**src/utfs_pkg.sv**
```systemverilog
`timescale 1ns / 1ps

package utfs_pkg;

   // FIFO geometry; one slot stays unused, so it holds FIFO_DEPTH-1 bytes
   localparam int FIFO_DEPTH = 64;
   localparam int PTR_W = $clog2(FIFO_DEPTH);
   localparam int LVL_CALC_W = (PTR_W + 1 > 6) ? PTR_W + 1 : 6;

   typedef logic [PTR_W-1:0] ptr_type;

   localparam logic OP_TICK = 1'b0;
   localparam logic OP_PUSH = 1'b1;

   localparam logic [1:0] PARITY_NONE = 2'd0;
   localparam logic [1:0] PARITY_ODD  = 2'd1;

   typedef enum logic [2:0] {
      CSR_DATA_BITS     = 3'd0,
      CSR_PARITY_MODE   = 3'd1,
      CSR_STOP_BITS     = 3'd2,
      CSR_INVERT        = 3'd3,
      CSR_TICKS_PER_BIT = 3'd4
   } csr_index_type;

   typedef struct packed {
      logic       tx_line;
      logic       busy_res;
      logic       dropped;
      logic [5:0] fifo_level;
   } rsp_type;

   function automatic ptr_type wrap_next(input ptr_type idx);
      if (idx == PTR_W'(FIFO_DEPTH - 1)) begin
         return '0;
      end
      return idx + ptr_type'(1);
   endfunction

endpackage

```
**src/utfs_fifo_mem.sv**
```systemverilog
`timescale 1ns / 1ps

module utfs_fifo_mem
   import utfs_pkg::*;
(
   input  logic       clock,
   input  logic       wr_en,
   input  ptr_type    wr_addr,
   input  logic [7:0] wr_data,
   input  ptr_type    rd_addr,
   output logic [7:0] rd_data
);

   logic [7:0] store_ff [FIFO_DEPTH];
   logic [7:0] rd_data_ff;

   always_ff @(posedge clock) begin
      if (wr_en) begin
         store_ff[wr_addr] <= wr_data;
      end
   end

   // write-first: a byte landing on the slot being read shows up at once
   always_ff @(posedge clock) begin
      if (wr_en && (wr_addr == rd_addr)) begin
         rd_data_ff <= wr_data;
      end else begin
         rd_data_ff <= store_ff[rd_addr];
      end
   end

   assign rd_data = rd_data_ff;

endmodule

```
**src/utfs_rsp_skid.sv**
```systemverilog
`timescale 1ns / 1ps

module utfs_rsp_skid
   import utfs_pkg::*;
(
   input  logic    clock,
   input  logic    reset,
   input  logic    in_valid,
   input  rsp_type in_data,
   output logic    in_stall,
   output logic    out_valid,
   input  logic    out_stall,
   output rsp_type out_data
);

   logic    out_valid_ff;
   logic    skid_valid_ff;
   rsp_type out_ff;
   rsp_type skid_ff;
   logic    out_take;

   assign out_take = out_valid_ff && !out_stall;

   always_ff @(posedge clock) begin
      if (reset) begin
         out_valid_ff  <= 1'b0;
         skid_valid_ff <= 1'b0;
      end else if (in_valid) begin
         if (!out_valid_ff || out_take) begin
            out_valid_ff <= 1'b1;
         end else begin
            skid_valid_ff <= 1'b1;
         end
      end else if (out_take) begin
         if (skid_valid_ff) begin
            skid_valid_ff <= 1'b0;
         end else begin
            out_valid_ff <= 1'b0;
         end
      end
   end

   always_ff @(posedge clock) begin
      if (in_valid) begin
         if (!out_valid_ff || out_take) begin
            out_ff <= in_data;
         end else begin
            skid_ff <= in_data;
         end
      end else if (out_take && skid_valid_ff) begin
         out_ff <= skid_ff;
      end
   end

   assign in_stall  = skid_valid_ff;
   assign out_valid = out_valid_ff;
   assign out_data  = out_ff;

endmodule

```
**src/uart_tx_fifo_serializer_core.sv**
```systemverilog
`timescale 1ns / 1ps

// UART transmitter with a circular byte FIFO.
// req channel: one beat per item. req_op selects a timer tick or a byte push
// (req_data). Every accepted beat yields exactly one rsp beat carrying the
// line level, busy flag, overflow flag and FIFO fill level after that item.
// Throughput: one item per clock while req_stall is low. Each item updates
// the tick counter, the frame sequencer and the FIFO pointers in the cycle
// it is accepted; the result is registered and offered on rsp.
// The next byte of a frame is prefetched from the FIFO store every cycle,
// so a back-to-back frame start need not wait for a read.
// When rsp_stall is high, one more result parks in a skid register; req_stall
// rises only once both output registers are full, and drops as soon as the
// receiver takes a beat.
// csr channel: register writes by index (0 data_bits, 1 parity_mode,
// 2 stop_bits, 3 invert, 4 ticks_per_bit), csr_ready is always high. Write
// only while idle. Writing invert while no frame runs moves the line to the
// new idle level at once.
// Reset (synchronous): FIFO empty, transmitter idle, line at mark, registers
// at 8 data bits, no parity, 1 stop bit, no inversion, 312 ticks per bit.
// FIFO contents are not cleared; there is no clearing pass.

module uart_tx_fifo_serializer_core
   import utfs_pkg::*;
(
   input  logic        clock,
   input  logic        reset,

   input  logic        req_valid,
   output logic        req_stall,
   input  logic        req_op,
   input  logic [7:0]  req_data,

   output logic        rsp_valid,
   input  logic        rsp_stall,
   output logic        rsp_tx_line,
   output logic        rsp_busy_res,
   output logic        rsp_dropped,
   output logic [5:0]  rsp_fifo_level,

   input  logic        csr_valid,
   output logic        csr_ready,
   input  logic [2:0]  csr_index,
   input  logic [15:0] csr_data
);

   // configuration
   logic [3:0]  data_bits_ff, data_bits_in;
   logic [1:0]  parity_mode_ff, parity_mode_in;
   logic [1:0]  stop_bits_ff, stop_bits_in;
   logic        invert_ff, invert_in;
   logic [15:0] ticks_per_bit_ff, ticks_per_bit_in;

   // transmitter state
   ptr_type     head_ff, head_in;
   ptr_type     tail_ff, tail_in;
   logic [7:0]  shift_ff, shift_in;
   logic [3:0]  phase_ff, phase_in;
   logic [16:0] tick_ff, tick_in;
   logic        parity_ff, parity_in;
   logic        sending_ff, sending_in;
   logic        line_ff, line_in;

   logic        accept;
   logic        csr_wr;
   logic        wr_en;
   ptr_type     push_slot;
   ptr_type     tail_next;
   logic [7:0]  prefetch;
   logic        dropped;
   logic        start;
   logic [7:0]  start_byte;
   logic [7:0]  frame_byte;
   logic [3:0]  eff_bits;
   logic [3:0]  eff_bits_p1;
   logic [16:0] bit_ticks;
   logic [16:0] stop_ticks;
   logic        parity_en;
   logic [7:0]  bit_mask;
   logic [PTR_W:0]      level_full;
   logic [LVL_CALC_W-1:0] level_ext;
   rsp_type     rsp_next;
   rsp_type     rsp_out;

   assign csr_ready = 1'b1;
   assign csr_wr    = csr_valid && csr_ready;
   assign accept    = req_valid && !req_stall;

   // effective register values
   assign eff_bits    = (data_bits_ff > 4'd8) ? 4'd8 : data_bits_ff;
   assign eff_bits_p1 = eff_bits + 4'd1;
   assign bit_ticks   = (ticks_per_bit_ff == 16'd0) ? 17'd1 : {1'b0, ticks_per_bit_ff};
   assign stop_ticks  = (stop_bits_ff >= 2'd2) ? {bit_ticks[15:0], 1'b0} : bit_ticks;
   assign parity_en   = (parity_mode_ff != PARITY_NONE);
   assign bit_mask    = ~(8'hFF << eff_bits);

   assign push_slot = wrap_next(head_ff);
   assign tail_next = wrap_next(tail_ff);

   always_comb begin
      head_in    = head_ff;
      tail_in    = tail_ff;
      shift_in   = shift_ff;
      phase_in   = phase_ff;
      tick_in    = tick_ff;
      parity_in  = parity_ff;
      sending_in = sending_ff;
      line_in    = line_ff;
      wr_en      = 1'b0;
      dropped    = 1'b0;
      start      = 1'b0;
      start_byte = prefetch;

      if (accept) begin
         if (req_op == OP_PUSH) begin
            if (push_slot != tail_ff) begin
               wr_en   = 1'b1;
               head_in = push_slot;
            end else begin
               dropped = 1'b1;
            end
            if (!sending_ff && (tail_ff != head_in)) begin
               start = 1'b1;
               // the slot just written is the one the frame takes
               if (wr_en && (push_slot == tail_next)) begin
                  start_byte = req_data;
               end
            end
         end else if (sending_ff) begin
            if (tick_ff > 17'd1) begin
               tick_in = tick_ff - 17'd1;
            end else if (phase_ff < eff_bits) begin
               line_in  = shift_ff[0];
               shift_in = {1'b0, shift_ff[7:1]};
               phase_in = phase_ff + 4'd1;
               tick_in  = bit_ticks;
            end else if (phase_ff == eff_bits) begin
               if (parity_en) begin
                  line_in = parity_ff;
                  tick_in = bit_ticks;
               end else begin
                  line_in = ~invert_ff;
                  tick_in = stop_ticks;
               end
               phase_in = phase_ff + 4'd1;
            end else if ((phase_ff == eff_bits_p1) && parity_en) begin
               line_in  = ~invert_ff;
               tick_in  = stop_ticks;
               phase_in = phase_ff + 4'd1;
            end else if (tail_ff == head_ff) begin
               sending_in = 1'b0;
            end else begin
               start = 1'b1;
            end
         end
      end

      frame_byte = invert_ff ? ~start_byte : start_byte;
      if (start) begin
         tail_in  = tail_next;
         shift_in = frame_byte;
         if (parity_en) begin
            // odd parity sets the bit when the count of ones is even
            if (parity_mode_ff == PARITY_ODD) begin
               parity_in = ~(^(frame_byte & bit_mask));
            end else begin
               parity_in = ^(frame_byte & bit_mask);
            end
         end
         phase_in   = 4'd0;
         tick_in    = bit_ticks;
         line_in    = invert_ff;
         sending_in = 1'b1;
      end

      // an idle line follows the new polarity right away
      if (csr_wr && (csr_index_type'(csr_index) == CSR_INVERT) && !sending_ff) begin
         line_in = ~csr_data[0];
      end
   end

   always_comb begin
      data_bits_in     = data_bits_ff;
      parity_mode_in   = parity_mode_ff;
      stop_bits_in     = stop_bits_ff;
      invert_in        = invert_ff;
      ticks_per_bit_in = ticks_per_bit_ff;
      if (csr_wr) begin
         unique case (csr_index_type'(csr_index))
            CSR_DATA_BITS:     data_bits_in     = csr_data[3:0];
            CSR_PARITY_MODE:   parity_mode_in   = csr_data[1:0];
            CSR_STOP_BITS:     stop_bits_in     = csr_data[1:0];
            CSR_INVERT:        invert_in        = csr_data[0];
            CSR_TICKS_PER_BIT: ticks_per_bit_in = csr_data;
            default: begin
            end
         endcase
      end
   end

   always_ff @(posedge clock) begin
      if (reset) begin
         data_bits_ff     <= 4'd8;
         parity_mode_ff   <= PARITY_NONE;
         stop_bits_ff     <= 2'd1;
         invert_ff        <= 1'b0;
         ticks_per_bit_ff <= 16'd312;
         head_ff          <= '0;
         tail_ff          <= '0;
         shift_ff         <= 8'd0;
         phase_ff         <= 4'd0;
         tick_ff          <= 17'd0;
         parity_ff        <= 1'b0;
         sending_ff       <= 1'b0;
         line_ff          <= 1'b1;
      end else begin
         data_bits_ff     <= data_bits_in;
         parity_mode_ff   <= parity_mode_in;
         stop_bits_ff     <= stop_bits_in;
         invert_ff        <= invert_in;
         ticks_per_bit_ff <= ticks_per_bit_in;
         head_ff          <= head_in;
         tail_ff          <= tail_in;
         shift_ff         <= shift_in;
         phase_ff         <= phase_in;
         tick_ff          <= tick_in;
         parity_ff        <= parity_in;
         sending_ff       <= sending_in;
         line_ff          <= line_in;
      end
   end

   // fill level after this item, modulo the ring size
   always_comb begin
      if (head_in >= tail_in) begin
         level_full = {1'b0, head_in} - {1'b0, tail_in};
      end else begin
         level_full = {1'b0, head_in} + (PTR_W + 1)'(FIFO_DEPTH) - {1'b0, tail_in};
      end
      level_ext = LVL_CALC_W'(level_full);
   end

   assign rsp_next.tx_line    = line_in;
   assign rsp_next.busy_res   = sending_in;
   assign rsp_next.dropped    = dropped;
   assign rsp_next.fifo_level = level_ext[5:0];

   // prefetch always holds the slot after the next tail
   utfs_fifo_mem u_fifo (
      .clock   (clock),
      .wr_en   (wr_en),
      .wr_addr (push_slot),
      .wr_data (req_data),
      .rd_addr (wrap_next(tail_in)),
      .rd_data (prefetch)
   );

   utfs_rsp_skid u_skid (
      .clock     (clock),
      .reset     (reset),
      .in_valid  (accept),
      .in_data   (rsp_next),
      .in_stall  (req_stall),
      .out_valid (rsp_valid),
      .out_stall (rsp_stall),
      .out_data  (rsp_out)
   );

   assign rsp_tx_line    = rsp_out.tx_line;
   assign rsp_busy_res   = rsp_out.busy_res;
   assign rsp_dropped    = rsp_out.dropped;
   assign rsp_fifo_level = rsp_out.fifo_level;

endmodule
```
**config.mk**
```make
export PLATFORM = sky130hd
export DESIGN_NAME = uart_tx_fifo_serializer_core
export DESIGN_NICKNAME = d
export VERILOG_FILES = /design/src/utfs_pkg.sv /design/src/utfs_fifo_mem.sv /design/src/utfs_rsp_skid.sv /design/src/uart_tx_fifo_serializer_core.sv
export SDC_FILE = /design/constraint.sdc
export NUM_CORES = 1
export LEC_CHECK = 0
export ABC_AREA = 1
export BUFFER_PORTS_ARGS = -buffer_cell sky130_fd_sc_hd__buf_2
export CORE_ASPECT_RATIO = 0.7
export CORE_UTILIZATION = 57
export DETAILED_ROUTE_END_ITERATION = 10
export PLACE_DENSITY = 0.88
export SKIP_CTS_REPAIR_TIMING = 1
export SLEW_MARGIN = 20
export SYNTH_ARGS = -nofsm -noshare
export SYNTH_HDL_FRONTEND = slang
export SYNTH_SLANG_ARGS = --single-unit
```
**constraint.sdc**
```tcl
create_clock -name clock -period 2.65 [get_ports clock]
set_input_delay 0.53 -clock clock [delete_from_list [all_inputs] [get_ports clock]]
set_output_delay 0.53 -clock clock [all_outputs]
set_load 0.05 [all_outputs]
```
==> impl_metrics.json <==
{
  "htree_levels": 2,
  "r2r-start": "head_ff[0]$_SDFF_PP0_",
  "fin_ws_ns": -0.491,
  "syn_area_mm2": 0.0269,
  "yosys_warnings": 0,
  "synth_top_area_frac": 0.592,
  "coreArea_mm2": 0.0465,
  "final_core_util": 0.708,
  "syn_to_final_growth_pct": 22.4,
  "yosys.area.top_type": "edfxtp_1",
  "netlist_top_cells_area": "edfxtp_1 (59%), nand3_1 (10%), nand2_1 (10%)",
  "worst_pin_slew_ns": 1.09,
  "cp_max_fo": 7,
  "leakagePower_uw": 0.0123,
  "startpoint": "head_ff[0]$_SDFF_PP0_",
  "clk_latency_ns": 0.61,
  "worstPathCellList": "ha_4 -> nand2_4 -> inv_6 -> nand3_4 -> nand2_4 -> inv_1 -> a21oi_1 -> o21ai_2 -> nor2_4 -> nor2_4 -> o21ai_0 -> inv_1 -> nand2_1 -> nand2_2 -> nor2_2 -> nand3b_1 -> nand3_1 -> nand2_1 -> and2_1",
  "status": "complete, but fails checks",
  "die_x_um": 262,
  "setup_tns_ns": -62.32,
  "antennaDiodeCount": 0,
  "clock-root-buffer": "clkbuf_16",
  "synth_fp_nets": 2683,
  "routedWlPerCell_um": 23.5,
  "antenna_found_initial": 0,
  "crit_family": "simple AND/OR/NAND/NOR gates",
  "hold_viol": 0,
  "via_per_inst": 6.42,
  "finalSetupViolCount": 527,
  "period_share": 1.19,
  "cp.depth": 19,
  "r2r_slack_ns": -0.49,
  "crit_buf_inv": 3,
  "hp-class": "input pin to flip-flop",
  "dp_hpwl_mm": 46.9,
  "place.gp.congestion": 0.951,
  "synth_edf_count": 530,
  "cts_tree": "done",
  "cp.required_ns": 3.00,
  "crit_path_start_kind": "flip-flop",
  "cp.arrival_ns": 3.50,
  "num_vias": 22500,
  "clkTransAtPathRegs_ns": 0.07,
  "cts_made_buffers": 54,
  "synth_common_cells": "nand2_1 (726), nand3_1 (557), edfxtp_1 (530), nor2_1 (155), inv_1 (112)",
  "placed_area_mm2": 0.0295,
  "grt_pass1_wl_mm": 113,
  "pin_count": 45,
  "drive_above_1_share": 0.213,
  "grt_pass1_vias": 20400,
  "synthArstFlopShare": 0,
  "path_class": "flip-flop to flip-flop",
  "start_util": 0.578,
  "grt_max_degree": 65,
  "route.detailed.drc": 0,
  "cpPeakStageDelay_ns": 0.37,
  "grt_overflow": 0,
  "rows": 66,
  "nFillCells": 2844,
  "ys_seq_area_frac": 0.649,
  "violations": "negative setup slack",
  "synth.distinct_cells": 50,
  "post-route-min-period_ns": 3.14,
  "slew-limit-headroom": 0.274,
  "drv_cap": 0,
  "initialDrtViolationCount": 3977,
  "nets": 2901,
  "firstDrtPassIters": 8,
  "drt_wl_total_mm": 82.5,
  "endpoint": "u_skid.skid_ff[5]$_DFFE_PP_",
  "postLayoutCellArea_mm2": 0.0329,
  "worstRegToRegCells": 19,
  "die_h_um": 184,
  "die_area_mm2": 0.0480,
  "drv_slew": 0,
  "cp_slowest_cell": "dfxtp_2",
  "max_freq_ghz": 0.318,
  "p_total_uw": 22900,
  "port_buffers": 43,
  "synth_ff_type": "edfxtp_1",
  "rsz0062_at_grt": "yes",
  "syn_inst": 2637,
  "antenna_left": 0,
  "cellPowerDensity_mw_per_mm2": 697,
  "reg2reg_to": "u_skid.skid_ff[5]$_DFFE_PP_",
  "synth.most_common_cell": "nand2_1",
  "synth.avg_cell_area_um2": 10.2,
  "cp-end-kind": "flip-flop",
  "ir_drop_mv": 0.612,
  "clock_skew_ns": 0.0252,
  "synth_seq_cells": 606,
  "dp_slack_ns": -0.370,
  "grt_usage": 0.308,
  "cts_sinks": 606,
  "clk_path_buf_depth": 3
}
==> per-stage QoR <==
step	hold WS (ns)	std cells
floorplan	0.440	2637
global placement	0.457	3373
detailed placement	0.462	3373
CTS	0.145	3471
global route	0.150	3509
finish	0.161	3509
==> cells in the final DEF (no fill, tap or decap), types with 4 or more instances in the layout <==
cell and instances:
buf_6 66, o21ai_2 10, nand3_4 8, a31oi_1 15, clkbuf_1 14, buf_8 7
nor2_2 14, o21ai_1 16, buf_16 5, buf_2 43, inv_2 19, nand2_1 705
nor4_1 5, nor2_4 77, nand3_1 519, edfxtp_1 530, clkinv_1 14, clkbuf_16 63
ha_1 8, o21ai_4 4, dfxtp_1 67, dfxtp_2 6, buf_4 135, buf_12 38
xnor2_1 9, inv_1 104, nand4_1 14, nand2_4 13, ha_4 4, clkinv_2 7
nor3_1 10, nand3b_1 5, a21oi_1 46, nand3_2 43, o21ai_0 66, o211ai_1 14
nand2_2 23, xor2_1 20, nor2_1 84
==> power by group <==
part	switching, µW	internal [µW]	leakage [µW]	total (µW)
clock network	3580	4060	0.000800	7640
registers	111	10500	0.00540	10600
logic	3130	1540	0.00611	4670
total	6820	16100	0.0123	22900
==> state kept, by name (all words and copies together), names as in the netlist, named ones only <==
register	count
head_ff	6
u_skid.in_stall	1
stop_bits_ff	1
phase_ff	4
invert_ff	1
tail_ff	6
tick_ff	17
u_skid.skid_ff	9
data_bits_ff	4
line_ff	1
ticks_per_bit_ff	16
parity_mode_ff	2
u_fifo.store_ff	512
u_skid.out_valid	1
sending_ff	1
shift_ff	8
u_skid.out_data	9
parity_ff	1
==> worst reg2reg max path, delay by kind of cell, from the launching register on <==
kind / cells / cell delay (ns)
AOI/OAI and AO/OA: 3 / 0.69
adders and majority gates: 1 / 0.16
buffers and inverters: 3 / 0.31
DFF: 1 / 0.37
and+or+nand+nor: 12 / 1.36
==> layout make-up <==
class                      instances  area, µm²  area share
clock buffer                      68       1400      0.0427
clock inverter                    30        259     0.00787
inverter                         131        532      0.0162
multi-input combinational       1757       9260       0.281
sequential                       606      17500       0.531
tap                              612        766      0.0233
timing repair buffer             303       3200      0.0973
timing repair inverter             2       22.5    0.000685
==> per-layer routing <==
metal  share of wire  vias to the layer above  track usage
met1            0.35                    10600        0.435
met3            0.16                      354       0.0877
met5               0                        -            0
met4           0.045                        0        0.102
li1                -                     9582            -
met2            0.44                     2040        0.460
==> worst min path at each step <==
stage	depth (start not counted)	slack (ns)	endpoint	from
2_1_floorplan	2	0.44	shift_ff[7]$_SDFFE_PP0P_	shift_ff[7]$_SDFFE_PP0P_
3_3_place_gp	2	0.46	shift_ff[7]$_SDFFE_PP0P_	shift_ff[7]$_SDFFE_PP0P_
3_5_place_dp	2	0.46	shift_ff[7]$_SDFFE_PP0P_	shift_ff[7]$_SDFFE_PP0P_
4_1_cts	3	0.14	ticks_per_bit_ff[5]$_SDFFE_PP1P_	csr_data[5]
5_1_grt	3	0.15	ticks_per_bit_ff[5]$_SDFFE_PP1P_	csr_data[5]
6_report	3	0.16	ticks_per_bit_ff[5]$_SDFFE_PP1P_	csr_data[5]
==> cell families after synthesis <==
family,synth area share
and+or+nand+nor,0.253
adders and majority gates,0.00605
buffers and inverters,0.0430
DFF,0.649
other,0.000140
xor gates and xnor gates,0.00945
AOI/OAI and AO/OA,0.0399
Note: power is estimated with default switching activity, not from simulation.
